`config.mk`:
```
export PLATFORM = sky130hd
export DESIGN_NAME = sweep_peak_and_noise_floor_tracker_core
export DESIGN_NICKNAME = d
export VERILOG_FILES = /design/src/rtl/core/swpt_pkg.sv /design/src/rtl/core/swpt_front.sv /design/src/rtl/core/swpt_queue.sv /design/src/rtl/core/swpt_back.sv /design/src/rtl/core/sweep_peak_and_noise_floor_tracker_core.sv
export VERILOG_INCLUDE_DIRS = /design/src /design/src/rtl/core
export SDC_FILE = /design/constraint.sdc
export NUM_CORES = 1
export LEC_CHECK = 0
export BUFFER_PORTS_ARGS = -buffer_cell sky130_fd_sc_hd__buf_2
export CAP_MARGIN = 20
export CELL_PAD_IN_SITES_DETAIL_PLACEMENT = 0
export CELL_PAD_IN_SITES_GLOBAL_PLACEMENT = 1
export CORE_MARGIN = 2
export CORE_UTILIZATION = 47
export CTS_BUF_LIST = sky130_fd_sc_hd__clkbuf_4 sky130_fd_sc_hd__clkbuf_8
export DETAILED_ROUTE_END_ITERATION = 7
export PLACE_DENSITY_LB_ADDON = 0.1
export SYNTH_ARGS = -nofsm -noshare
export SYNTH_HDL_FRONTEND = slang
export SYNTH_SLANG_ARGS = --single-unit
```
`constraint.sdc`:
```
create_clock -name clk -period 9.4 [get_ports clk]
set_input_delay 0.47 -clock clk [delete_from_list [all_inputs] [get_ports clk]]
set_output_delay 0.47 -clock clk [all_outputs]
set_load 0.005 [all_outputs]
```
`src/rtl/core/assert_macros.svh`:
```
// assertion macros shared by the rtl
`ifndef ASSERT_MACROS_SVH
`define ASSERT_MACROS_SVH

// property must hold at every clock edge out of reset
`define ASSERT_ALWAYS(lbl, clk, rst_n, prop, msg) \
	lbl: assert property (@(posedge clk) disable iff (!rst_n) (prop)) else $error(msg);

// condition must never be seen at a clock edge out of reset
`define ASSERT_NEVER(lbl, clk, rst_n, cond, msg) \
	lbl: assert property (@(posedge clk) disable iff (!rst_n) !(cond)) else $error(msg);

`endif

```
`src/rtl/core/swpt_pkg.sv`:
```
package swpt_pkg;

	localparam int PEAK_COUNT   = 4;
	localparam int MAX_CHANNELS = 256;

	localparam int CNT_W   = $clog2(MAX_CHANNELS);
	localparam int CHAN_W  = 8;
	localparam int LEVEL_W = 9;
	localparam int FLOOR_W = 17;
	localparam int RANK_W  = (PEAK_COUNT > 1) ? $clog2(PEAK_COUNT) : 1;

	// floor update datapath
	localparam int SUM_W       = FLOOR_W + 4;
	localparam int MAG_W       = SUM_W - 1;
	localparam int RECIP_SHIFT = 20;
	localparam int RECIP_W     = 17;
	localparam int PROD_W      = MAG_W + RECIP_W;
	localparam logic [RECIP_W-1:0] RECIP_TEN = RECIP_W'((2 ** RECIP_SHIFT) / 10);

	localparam int QUEUE_DEPTH = 2;
	localparam int QPTR_W      = (QUEUE_DEPTH > 1) ? $clog2(QUEUE_DEPTH) : 1;
	localparam int QCNT_W      = $clog2(QUEUE_DEPTH + 1);

	typedef logic signed [LEVEL_W-1:0] level_t;
	typedef logic signed [FLOOR_W-1:0] floor_t;
	typedef logic        [CHAN_W-1:0]  chan_t;

	localparam level_t LEVEL_EMPTY = -LEVEL_W'(200);
	localparam level_t MIN_RESET   = LEVEL_W'(255);
	localparam floor_t FLOOR_RESET = -FLOOR_W'(28160);

	// one finished sweep: ranked table and minimum
	typedef struct packed {
		chan_t  [PEAK_COUNT-1:0] chan;
		level_t [PEAK_COUNT-1:0] lvl;
		logic   [PEAK_COUNT-1:0] occ;
		level_t                  min;
	} sweep_rec_t;

	// record handoff between front, queue and back
	typedef struct packed {
		logic push;
		logic full;
	} rec_wr_t;

	typedef struct packed {
		logic pop;
		logic empty;
	} rec_rd_t;

	typedef enum logic [2:0] {
		B_IDLE,
		B_MUL,
		B_FIX,
		B_EMIT
	} back_state_t;

endpackage

```
`src/rtl/core/swpt_front.sv`:
```
module swpt_front (
	input  logic                clk,
	input  logic                arst_n,
	input  logic                push,
	output logic                full,
	input  swpt_pkg::level_t    rssi,
	input  logic                last_in_sweep,
	input  logic                q_full,
	output logic                rec_push,
	output swpt_pkg::sweep_rec_t rec
);
	import swpt_pkg::*;

	logic [CNT_W-1:0]        cnt_q;
	level_t                  min_q;
	chan_t  [PEAK_COUNT-1:0] chan_q;
	level_t [PEAK_COUNT-1:0] lvl_q;
	logic   [PEAK_COUNT-1:0] occ_q;

	logic                    accept;
	logic [PEAK_COUNT-1:0]   gt;
	chan_t                   cur_chan;
	level_t                  min_nx;
	chan_t  [PEAK_COUNT-1:0] chan_nx;
	level_t [PEAK_COUNT-1:0] lvl_nx;
	logic   [PEAK_COUNT-1:0] occ_nx;

	assign full     = q_full;
	assign accept   = push && !q_full;
	assign cur_chan = CHAN_W'(cnt_q);
	assign min_nx   = ($signed(rssi) < $signed(min_q)) ? rssi : min_q;

	// table is sorted, so the compare vector is a thermometer
	always_comb begin
		for (int p = 0; p < PEAK_COUNT; p++) begin
			gt[p] = $signed(rssi) > $signed(lvl_q[p]);
		end
		for (int p = 0; p < PEAK_COUNT; p++) begin
			if (p > 0 && gt[(p > 0) ? p - 1 : 0]) begin
				chan_nx[p] = chan_q[(p > 0) ? p - 1 : 0];
				lvl_nx[p]  = lvl_q[(p > 0) ? p - 1 : 0];
				occ_nx[p]  = occ_q[(p > 0) ? p - 1 : 0];
			end else if (gt[p]) begin
				chan_nx[p] = cur_chan;
				lvl_nx[p]  = rssi;
				occ_nx[p]  = 1'b1;
			end else begin
				chan_nx[p] = chan_q[p];
				lvl_nx[p]  = lvl_q[p];
				occ_nx[p]  = occ_q[p];
			end
		end
	end

	assign rec_push = accept && last_in_sweep;
	assign rec.chan = chan_nx;
	assign rec.lvl  = lvl_nx;
	assign rec.occ  = occ_nx;
	assign rec.min  = min_nx;

	always_ff @(posedge clk or negedge arst_n) begin
		if (!arst_n) begin
			cnt_q  <= '0;
			min_q  <= MIN_RESET;
			chan_q <= '0;
			lvl_q  <= {PEAK_COUNT{LEVEL_EMPTY}};
			occ_q  <= '0;
		end else if (accept) begin
			if (last_in_sweep) begin
				cnt_q  <= '0;
				min_q  <= MIN_RESET;
				chan_q <= '0;
				lvl_q  <= {PEAK_COUNT{LEVEL_EMPTY}};
				occ_q  <= '0;
			end else begin
				if (cnt_q < CNT_W'(MAX_CHANNELS - 1)) begin
					cnt_q <= cnt_q + 1'b1;
				end
				min_q  <= min_nx;
				chan_q <= chan_nx;
				lvl_q  <= lvl_nx;
				occ_q  <= occ_nx;
			end
		end
	end

endmodule

```
`src/rtl/core/swpt_queue.sv`:
```
module swpt_queue (
	input  logic                 clk,
	input  logic                 arst_n,
	input  logic                 push,
	input  swpt_pkg::sweep_rec_t wr_rec,
	output swpt_pkg::rec_wr_t    wr_st,
	input  logic                 pop,
	output swpt_pkg::rec_rd_t    rd_st,
	output swpt_pkg::sweep_rec_t rd_rec
);
	import swpt_pkg::*;

	`include "assert_macros.svh"

	sweep_rec_t          ent_q [QUEUE_DEPTH];
	logic [QPTR_W-1:0]   wr_ptr_q;
	logic [QPTR_W-1:0]   rd_ptr_q;
	logic [QCNT_W-1:0]   cnt_q;
	logic                do_push;
	logic                do_pop;

	assign wr_st.full  = (cnt_q == QCNT_W'(QUEUE_DEPTH));
	assign wr_st.push  = do_push;
	assign rd_st.empty = (cnt_q == '0);
	assign rd_st.pop   = do_pop;
	assign do_push     = push && !wr_st.full;
	assign do_pop      = pop && !rd_st.empty;
	assign rd_rec      = ent_q[rd_ptr_q];

	always_ff @(posedge clk) begin
		if (do_push) begin
			ent_q[wr_ptr_q] <= wr_rec;
		end
	end

	always_ff @(posedge clk or negedge arst_n) begin
		if (!arst_n) begin
			wr_ptr_q <= '0;
			rd_ptr_q <= '0;
			cnt_q    <= '0;
		end else begin
			if (do_push) begin
				wr_ptr_q <= (wr_ptr_q == QPTR_W'(QUEUE_DEPTH - 1)) ? '0 : wr_ptr_q + 1'b1;
			end
			if (do_pop) begin
				rd_ptr_q <= (rd_ptr_q == QPTR_W'(QUEUE_DEPTH - 1)) ? '0 : rd_ptr_q + 1'b1;
			end
			cnt_q <= cnt_q + QCNT_W'(do_push) - QCNT_W'(do_pop);
		end
	end

	`ASSERT_ALWAYS(a_cnt_bound, clk, arst_n, cnt_q <= QCNT_W'(QUEUE_DEPTH), "queue count overrun")
	`ASSERT_NEVER(a_push_full, clk, arst_n, push && wr_st.full, "record pushed into full queue")

endmodule

```
`src/rtl/core/swpt_back.sv`:
```
module swpt_back (
	input  logic                 clk,
	input  logic                 arst_n,
	input  swpt_pkg::rec_rd_t    rd_st,
	input  swpt_pkg::sweep_rec_t rec,
	output logic                 rec_pop,
	output logic                 empty,
	input  logic                 pop,
	output swpt_pkg::chan_t      peak_channel,
	output swpt_pkg::level_t     peak_level,
	output logic                 peak_valid,
	output swpt_pkg::floor_t     floor_level,
	output logic                 last_of_run
);
	import swpt_pkg::*;

	`include "assert_macros.svh"

	back_state_t              state_q;
	back_state_t              state_nx;
	logic [RANK_W-1:0]        rank_q;
	floor_t                   floor_q;
	logic signed [SUM_W-1:0]  sum_q;
	logic [MAG_W-1:0]         mag_q;
	logic                     neg_q;
	logic [FLOOR_W-1:0]       quo_q;

	logic                     out_vld_q;
	chan_t                    out_chan_q;
	level_t                   out_lvl_q;
	logic                     out_occ_q;
	floor_t                   out_floor_q;
	logic                     out_last_q;

	logic                     out_rdy;
	logic                     ld_sum;
	logic                     ld_mul;
	logic                     ld_fix;
	logic                     emit;
	logic                     rank_last;

	logic signed [SUM_W-1:0]  f_x;
	logic signed [SUM_W-1:0]  m_x;
	logic signed [SUM_W-1:0]  sum_nx;
	logic signed [SUM_W-1:0]  sum_abs;
	logic [PROD_W-1:0]        prod;
	logic [SUM_W-1:0]         ten_q;
	logic [SUM_W-1:0]         rem;
	logic [FLOOR_W-1:0]       quo_fix;
	floor_t                   floor_nx;

	assign out_rdy   = !out_vld_q || pop;
	assign rank_last = (rank_q == RANK_W'(PEAK_COUNT - 1));

	always_ff @(posedge clk or negedge arst_n) begin
		if (!arst_n) begin
			state_q <= B_IDLE;
		end else begin
			state_q <= state_nx;
		end
	end

	always_comb begin
		state_nx = state_q;
		ld_sum   = 1'b0;
		ld_mul   = 1'b0;
		ld_fix   = 1'b0;
		emit     = 1'b0;
		rec_pop  = 1'b0;
		unique case (state_q)
			B_IDLE: begin
				if (!rd_st.empty) begin
					ld_sum   = 1'b1;
					state_nx = B_MUL;
				end
			end
			B_MUL: begin
				ld_mul   = 1'b1;
				state_nx = B_FIX;
			end
			B_FIX: begin
				ld_fix   = 1'b1;
				state_nx = B_EMIT;
			end
			B_EMIT: begin
				if (out_rdy) begin
					emit = 1'b1;
					if (rank_last) begin
						rec_pop  = 1'b1;
						state_nx = B_IDLE;
					end
				end
			end
			default: begin
				state_nx = B_IDLE;
			end
		endcase
	end

	// 9*floor + 256*min
	assign f_x     = SUM_W'(floor_q);
	assign m_x     = SUM_W'(rec.min);
	assign sum_nx  = (f_x <<< 3) + f_x + (m_x <<< 8);
	assign sum_abs = sum_q[SUM_W-1] ? -sum_q : sum_q;

	// reciprocal estimate is exact or one short
	assign prod     = PROD_W'(mag_q) * PROD_W'(RECIP_TEN);
	assign ten_q    = (SUM_W'(quo_q) << 3) + (SUM_W'(quo_q) << 1);
	assign rem      = SUM_W'(mag_q) - ten_q;
	assign quo_fix  = (rem >= SUM_W'(10)) ? quo_q + 1'b1 : quo_q;
	assign floor_nx = neg_q ? -$signed(quo_fix) : $signed(quo_fix);

	always_ff @(posedge clk or negedge arst_n) begin
		if (!arst_n) begin
			floor_q <= FLOOR_RESET;
			rank_q  <= '0;
		end else begin
			if (ld_fix) begin
				floor_q <= floor_nx;
				rank_q  <= '0;
			end else if (emit) begin
				rank_q <= rank_last ? '0 : rank_q + 1'b1;
			end
		end
	end

	always_ff @(posedge clk) begin
		if (ld_sum) begin
			sum_q <= sum_nx;
		end
		if (ld_mul) begin
			neg_q <= sum_q[SUM_W-1];
			mag_q <= MAG_W'(sum_abs);
			quo_q <= FLOOR_W'(PROD_W'(MAG_W'(sum_abs)) * PROD_W'(RECIP_TEN) >> RECIP_SHIFT);
		end
	end

	// output register
	always_ff @(posedge clk or negedge arst_n) begin
		if (!arst_n) begin
			out_vld_q <= 1'b0;
		end else if (emit) begin
			out_vld_q <= 1'b1;
		end else if (pop) begin
			out_vld_q <= 1'b0;
		end
	end

	always_ff @(posedge clk) begin
		if (emit) begin
			out_occ_q   <= rec.occ[rank_q];
			out_chan_q  <= rec.occ[rank_q] ? rec.chan[rank_q] : '0;
			out_lvl_q   <= rec.occ[rank_q] ? rec.lvl[rank_q] : '0;
			out_floor_q <= floor_q;
			out_last_q  <= rank_last;
		end
	end

	assign empty        = !out_vld_q;
	assign peak_channel = out_chan_q;
	assign peak_level   = out_lvl_q;
	assign peak_valid   = out_occ_q;
	assign floor_level  = out_floor_q;
	assign last_of_run  = out_last_q;

	`ASSERT_ALWAYS(a_rem_small, clk, arst_n, (state_q != B_FIX) || (rem < SUM_W'(20)),
		"reciprocal quotient off by more than one")
	`ASSERT_ALWAYS(a_pop_last, clk, arst_n, rec_pop |-> (emit && rank_last && !rd_st.empty),
		"sweep record released before its last rank")

	// prod feeds the same quotient as the registered path
	`ASSERT_ALWAYS(a_quo_match, clk, arst_n,
		(state_q != B_FIX) || (quo_q == FLOOR_W'(prod >> RECIP_SHIFT)), "quotient path mismatch")

endmodule

```
`src/rtl/core/sweep_peak_and_noise_floor_tracker_core.sv`:
```
// sweep peak and noise floor tracker: takes one rssi sample per channel of a
// frequency sweep, numbers channels from an internal counter that saturates at
// MAX_CHANNELS-1, and keeps the sweep minimum plus a best-first table of the
// PEAK_COUNT strongest samples (strictly above -200 dBm, ties keep the earlier
// channel). the sample flagged last_in_sweep closes the sweep: the noise floor
// becomes (9*floor + 256*min)/10 in 1/256 dBm, truncated toward zero, and
// PEAK_COUNT results come out best rank first, with last_of_run on the final one.
// empty ranks show peak_valid low and zero channel and level. the front ranks a
// sample in the cycle it is accepted, so samples go in at one per cycle while
// full is low. a closed sweep is parked as a record in a two-entry queue; the
// back works out the floor in three steps (sum, reciprocal multiply, correction)
// and then emits the ranks one by one as the output register frees; full rises
// only while both queue entries hold sweeps. no clearing pass is needed after reset
module sweep_peak_and_noise_floor_tracker_core (
	input  logic              clk,
	input  logic              arst_n,
	// sample side
	input  logic              push,
	output logic              full,
	input  swpt_pkg::level_t  rssi,
	input  logic              last_in_sweep,
	// result side
	output logic              empty,
	input  logic              pop,
	output swpt_pkg::chan_t   peak_channel,
	output swpt_pkg::level_t  peak_level,
	output logic              peak_valid,
	output swpt_pkg::floor_t  floor_level,
	output logic              last_of_run
);
	import swpt_pkg::*;

	logic       rec_push;
	logic       rec_pop;
	sweep_rec_t wr_rec;
	sweep_rec_t rd_rec;
	rec_wr_t    wr_st;
	rec_rd_t    rd_st;

	// front: channel counter, running minimum and ranked table, one transaction per cycle while full is low
	swpt_front u_front (
		.clk           (clk),
		.arst_n        (arst_n),
		.push          (push),
		.full          (full),
		.rssi          (rssi),
		.last_in_sweep (last_in_sweep),
		.q_full        (wr_st.full),
		.rec_push      (rec_push),
		.rec           (wr_rec)
	);

	// closed sweeps wait here so the front waits on the result side only when the queue is full
	swpt_queue u_queue (
		.clk    (clk),
		.arst_n (arst_n),
		.push   (rec_push),
		.wr_rec (wr_rec),
		.wr_st  (wr_st),
		.pop    (rec_pop),
		.rd_st  (rd_st),
		.rd_rec (rd_rec)
	);

	// back: floor update, then one ranked result per cycle into the output register while it is empty or being popped
	swpt_back u_back (
		.clk          (clk),
		.arst_n       (arst_n),
		.rd_st        (rd_st),
		.rec          (rd_rec),
		.rec_pop      (rec_pop),
		.empty        (empty),
		.pop          (pop),
		.peak_channel (peak_channel),
		.peak_level   (peak_level),
		.peak_valid   (peak_valid),
		.floor_level  (floor_level),
		.last_of_run  (last_of_run)
	);

endmodule

```
==> results of run 1 <==
[cell usage after synthesis, types with 12 or more instances]
library cell and instances:
o21a_1 32, a21oi_1 121, mux2_2 44, buf_1 13
inv_1 324, nand4_1 23, nand2b_1 12, dfrtp_1 87
and2_1 16, ha_1 228, xor2_1 33, nor2_1 179
dfstp_2 28, a211oi_1 35, mux2i_1 74, edfxtp_1 257
nand2_1 88, a22o_1 15, fa_1 142, o31a_1 17
nor2b_1 16, mux4_2 36, o32ai_1 12, nor4_1 12
clkbuf_1 62, a21o_1 45, o21ai_0 54, xnor2_1 87
nor3_1 22, nand3_1 27
[layout by cell type (no fill, tap or decap), types with 12 or more instances in the layout]
master,Yosys,final
clkbuf_4,0,30
mux2_2,44,44
xnor2_1,87,86
dfrtp_1,87,85
nor3_1,22,22
ha_1,228,227
o21ai_0,54,54
nor4_1,12,12
nand4_1,23,23
xor2_1,33,33
mux2i_1,74,73
a21oi_1,121,117
a211oi_1,35,35
nand3_1,27,27
buf_2,7,50
fa_1,142,142
o31a_1,17,17
buf_4,2,22
mux4_2,36,36
nor2_1,179,178
edfxtp_1,257,257
dfstp_2,28,28
inv_1,324,323
a22o_1,15,15
nand2_1,88,87
clkbuf_8,0,73
o21a_1,32,32
and2_1,16,15
a21o_1,45,45
nor2b_1,16,15
o32ai_1,12,12
[sequential cells by signal (all words and copies together) (netlist names), 9 cells and up]
name,count
u_back.quo_q,17
u_back.peak_level,9
u_front.lvl_q,36
u_front.min_q,9
u_back.floor_level,17
u_back.sum_q,21
u_front.chan_q,32
u_queue.ent_q,162
u_back.floor_q,17
u_back.mag_q,20
[per-stage QoR]
step	std cells	hold slack, ns	instance area, um^2
floorplan	2298	0.1744	26120
global route	3162	0.1486	28730
global placement	3032	0.4577	27200
detailed placement	3032	0.4656	27200
finish	3163	0.1441	28730
CTS	3157	0.1086	28640
[metal layers]
| layer | vias up | GRT usage [%] | part of all wire (%) |
|---|---|---|---|
| met5 | - | 0 | 0.021 |
| met2 | 257 | 39.48 | 51 |
| li1 | 8216 | - | - |
| met4 | 2 | 7.367 | 2.5 |
| met1 | 8524 | 28.29 | 43 |
| met3 | 80 | 3.066 | 2.9 |
[layout make-up]
type | instances | area share [%]
multi-input combinational | 1512 | 48.66
sequential | 372 | 37.00
inverter | 328 | 4.289
clock buffer | 103 | 4.280
tap | 748 | 3.257
timing repair buffer | 77 | 1.781
clock inverter | 21 | 0.7141
antenna | 2 | 0.01742
[cells by family (layout without fill, tap and decap cells)]
kind of cell    count (synthesis)  in the layout  synth area share (%)
other cells                     0              2                     0
mux                           158            158                 8.032
flops                         372            372                 40.69
fa+ha+maj                     370            370                 21.80
simple gates                  429            429                 7.774
xor+xnor                      124            124                 4.296
buf+inv                       414            529                 6.049
compound gates                431            431                 11.35
[tightest hold or removal path, cell delays in order]
cell and delay, ns:
buf_2 0.08, nand2b_1 0.14, nand2b_1 0.07
[final timing paths]
check	startpoint	slack (ns)	cells past startpoint	end
max in group asynchronous	arst_n	7.92	4	u_front.lvl_q[32]$_DFFE_PN1P_
min in group asynchronous	arst_n	0.35	2	u_front.chan_q[21]$_DFFE_PN0P_
worst max register to register	u_back.sum_q[0]$_DFFE_PP_	0.75	30	u_back.quo_q[16]$_DFFE_PP_
worst min register to register	u_front.chan_q[29]$_DFFE_PN0P_	0.47	1	u_front.chan_q[29]$_DFFE_PN0P_
worst max-delay path	u_back.sum_q[0]$_DFFE_PP_	0.75	30	u_back.quo_q[16]$_DFFE_PP_
worst min-delay path	pop	0.14	3	u_back.out_vld_q$_DFFE_PN0P_
[repair_timing]
item,in CTS,in global routing
endpoints found under the hold margin,33,0
hold buffers,1,0
setup buffers,0,0
==> flow_metrics.env, run 1 <==
export IMPL_outcome="completed"
export IMPL_syn_area_um2=26120
export IMPL_maxSlewViolCount=0
export IMPL_finClkSkew_ns=0.02971
export IMPL_die_w_um=239.8
export IMPL_grt_first_pass_wirelength_um=98240
export IMPL_grt_pass1_vias=17540
export IMPL_synth_top_area_cell="edfxtp_1"
export IMPL_crit_arrival_ns=9.02
export IMPL_clock_sinks=372
export IMPL_holdCritPathClass="in -> reg"
export IMPL_dpl_worst_slack_ns=0.7477
export IMPL_clk_latency_ns=0.65
export IMPL_seqCellArea_um2=10630
export IMPL_core_area_um2=54990
export IMPL_yosys_register_bits=372
export IMPL_final_nets=2742
export IMPL_layout_setup_ws_ns=0.7517
export IMPL_gr_total_overflow=0
export IMPL_grt_use_total_pct=22.38
export IMPL_dieArea_um2=57480
export IMPL_rows=86
export IMPL_worst_slew_pin_transition_ns=1.059
export IMPL_start_kind="flip-flop"
export IMPL_fin_setup_tns_ns=0
export IMPL_grt_max_degree=82
export IMPL_io_buffers=51
export IMPL_root_buffer="clkbuf_8"
export IMPL_async_flop_share_pct=30.91
export IMPL_crit_top_cell="inv_1"
export IMPL_die_h_um=239.8
export IMPL_htree_levels=3
export IMPL_avgSynthCellArea_um2=11.37
export IMPL_syn_nets=2682
export IMPL_yosysUniqueCellTypes=95
export IMPL_drv_cap=0
export IMPL_synth_seq_area_share_pct=40.69
export IMPL_boundaryPins=52
export IMPL_finalCritPeriodShare_pct=92.00
export IMPL_crit_slowest_cell="or4b_1"
export IMPL_fmax_mhz=115.6
export IMPL_rsz0062_at_grt="no"
export IMPL_path_class="reg -> reg"
export IMPL_synth_edf_count=257
export IMPL_cts_buffers=67
export IMPL_fin_crit_ns=8.648
export IMPL_antenna_found_initial=3
export IMPL_cp_top_family="adder cells"
export IMPL_finalHoldViolCount=0
export IMPL_path_buf_inv=5
export IMPL_route_antenna_remaining_nets=0
export IMPL_crit_required_ns=9.77
export IMPL_initial_utilization_pct=47.51
export IMPL_cp_max_fo=7
export IMPL_crit_path_end_kind="flip-flop"
export IMPL_synth_main_ff_cell="edfxtp_1"
export IMPL_synth_cells=2298
export IMPL_wire_per_inst_um=19.67
export IMPL_vias=17080
export IMPL_yosys_area_top_type_share_pct=29.54
export IMPL_setup_viol_count_final=0
export IMPL_area_growth_pct=9.996
export IMPL_clockBufferDepth=3
export IMPL_final_util_pct=52.26
export IMPL_hpwl_um=45670
export IMPL_dr_pass1_iters=5
export IMPL_drt_iter0_drc=885
export IMPL_clk_pin_slew_ns=0.06
export IMPL_crit_path_max_incr_delay_ns=0.58
export IMPL_post_cts_resized=0
export IMPL_multi_input_area_um2=13980
export IMPL_yosys_warnings=0
export IMPL_wl_um=62220
export IMPL_layout_drive_gt1_share_pct=14.84
export IMPL_via_per_inst=5.400
export IMPL_route_detailed_drc=0
export IMPL_nFillCells=4812
export IMPL_cts_tree="done"
export IMPL_relSlewSlack_pct=29.42
export IMPL_gp_congestion=0.8569
export IMPL_ys_top_cells_by_area="edfxtp_1 30%, ha_1 11%, fa_1 11%"
Power of run 1 is left out: the tool's default activity adds up to more than one toggle a clock period on the data nets, which glitch-free logic cannot reach.
==> run 2, diff against run 1 <==
--- a/config.mk
+++ b/config.mk
@@ -11,7 +11,7 @@
 export CELL_PAD_IN_SITES_DETAIL_PLACEMENT = 0
 export CELL_PAD_IN_SITES_GLOBAL_PLACEMENT = 1
 export CORE_MARGIN = 2
-export CORE_UTILIZATION = 47
+export CORE_UTILIZATION = 39
 export CTS_BUF_LIST = sky130_fd_sc_hd__clkbuf_4 sky130_fd_sc_hd__clkbuf_8
 export DETAILED_ROUTE_END_ITERATION = 7
 export PLACE_DENSITY_LB_ADDON = 0.1
==> constraint.sdc (replaced) <==
create_clock -name clk -period 9.4 [get_ports clk]
set_input_delay 0.47 -clock clk [delete_from_list [all_inputs] [get_ports clk]]
set_output_delay 0.47 -clock clk [all_outputs]
set_load 0.1 [all_outputs]
==> run 2 against run 1 <==
Compared with the run above:
- clock skew up 0.0068 ns
- flip-flop and latch count unchanged
- critical path depth unchanged
- design area up 0.99%
- wire length up 6.0%
- global-route usage down 3.0 points
- sequential share of layout area down 0.36 points
- utilization down 8.3 points
==> flow_metrics.env, run 2 (synthesized netlist as in run 1, its figures left out) <==
export IMPL_outcome="completed"
export IMPL_cp_max_fo=7
export IMPL_maxSlewViolCount=0
export IMPL_antenna_found_initial=3
export IMPL_htree_levels=3
export IMPL_holdCritPathClass="in -> reg"
export IMPL_path_class="reg -> reg"
export IMPL_die_h_um=262.8
export IMPL_cts_buffers=72
export IMPL_crit_path_max_incr_delay_ns=0.58
export IMPL_fmax_mhz=114.9
export IMPL_vias=17190
export IMPL_finClkSkew_ns=0.03655
export IMPL_root_buffer="clkbuf_8"
export IMPL_cts_tree="done"
export IMPL_largest_reg_flops=162
export IMPL_clockBufferDepth=3
export IMPL_setup_viol_count_final=0
export IMPL_die_w_um=262.8
export IMPL_start_kind="flip-flop"
export IMPL_crit_arrival_ns=9.08
export IMPL_area_growth_pct=11.08
export IMPL_fin_setup_tns_ns=0
export IMPL_fin_crit_ns=8.703
export IMPL_cp_top_family="adder cells"
export IMPL_grt_max_degree=64
export IMPL_rsz0062_at_grt="no"
export IMPL_wl_um=65960
export IMPL_layout_drive_gt1_share_pct=15.18
export IMPL_crit_required_ns=9.77
export IMPL_final_nets=2749
export IMPL_finalCritPeriodShare_pct=92.59
export IMPL_crit_path_end_kind="flip-flop"
export IMPL_dr_pass1_iters=5
export IMPL_relSlewSlack_pct=27.94
export IMPL_dieArea_um2=69070
export IMPL_core_area_um2=65980
export IMPL_initial_utilization_pct=39.59
export IMPL_path_buf_inv=5
export IMPL_route_antenna_remaining_nets=0
export IMPL_reg_top3="u_queue.ent_q (162), u_front.lvl_q (36), u_front.chan_q (32)"
export IMPL_wire_per_inst_um=20.04
export IMPL_via_per_inst=5.222
export IMPL_grt_first_pass_wirelength_um=103700
export IMPL_layout_commonest_cell="inv_1"
export IMPL_crit_top_cell="inv_1"
export IMPL_crit_slowest_cell="or4b_1"
export IMPL_worst_slew_pin_transition_ns=1.076
export IMPL_io_buffers=51
export IMPL_grt_use_total_pct=19.33
export IMPL_clk_latency_ns=0.66
export IMPL_clock_sinks=372
export IMPL_hpwl_um=48460
export IMPL_rows=94
export IMPL_grt_pass1_vias=17840
export IMPL_boundaryPins=52
export IMPL_final_cell_mix="323 x inv_1, 257 x edfxtp_1, 227 x ha_1"
export IMPL_regMostFlops="u_queue.ent_q"
export IMPL_route_detailed_drc=0
export IMPL_drt_iter0_drc=891
export IMPL_drv_cap=0
export IMPL_finalHoldViolCount=0
export IMPL_gr_total_overflow=0
export IMPL_gp_congestion=0.8420
export IMPL_clk_pin_slew_ns=0.05
run 2: cell count changes in the layout (fill, tap and decap cells not counted), sizes merged:
cell and delta:
diode +1, buf +2, clkinv +5, clkbuf +5
clkinvlp +1, inv -2, bufinv +1
run 2: final timing paths:
check                                                from                              to  slack, ns  depth (start not counted)
min reg2reg                u_front.chan_q[24]$_DFFE_PN0P_  u_front.chan_q[24]$_DFFE_PN0P_       0.47                          1
max                             u_back.sum_q[0]$_DFFE_PP_      u_back.quo_q[16]$_DFFE_PP_       0.70                         30
min in group asynchronous                          arst_n  u_front.chan_q[20]$_DFFE_PN0P_       0.40                          2
max in group asynchronous                          arst_n    u_queue.rd_ptr_q$_DFFE_PN0P_       7.50                          3
max reg2reg                     u_back.sum_q[0]$_DFFE_PP_      u_back.quo_q[16]$_DFFE_PP_       0.70                         30
min                                                   pop    u_back.out_vld_q$_DFFE_PN0P_       0.19                          3
run 2: final cells by class:
type | count | area, um^2
Sequential cell | 372 | 10630
Clock inverter | 26 | 274.0
Clock buffer | 108 | 1286
Inverter | 328 | 1232
Timing Repair Buffer | 79 | 530.5
Fill cell | 6252 | 36960
Antenna cell | 3 | 7.507
Tap cell | 864 | 1081
Multi-Input combinational cell | 1512 | 13970
run 2: repair_timing:
item,4_1_cts,5_1_grt
buffers inserted,0,0
hold buffers,1,0
hold endpoints to repair,34,0
resized for setup,0,0
run 2: through the flow:
stage                     instance area [um^2]  setup slack [ns]  utilization, %  hold WS [ns]  instances
after global placement                   27350            0.7862           41.45        0.4581       3150
after CTS                                28940            0.6267           43.85        0.1354       3286
after detailed placement                 27370            0.6667           41.47        0.4657       3151
after floorplan                          26120            0.8261               -        0.1744       2298
final                                    29020            0.6969           43.98        0.1867       3292
after global routing                     29020            0.2738           43.98        0.2168       3291
run 2: worst min-delay path: cells and delay by family:
kind / cells / cell delay (ns)
and+or+nand+nor: 2 / 0.23
buffers and inverters: 1 / 0.07
run 2: routing by layer:
metal / up-vias / GRT usage, % / part of all wire (%)
li1: 8245 / - / -
met1: 8589 / 24.82 / 44
met2: 252 / 33.73 / 50
met3: 103 / 2.324 / 2.5
met4: 2 / 6.648 / 2.9
met5: - / 0 / 0.017
Power of run 2 is left out for the same reason.
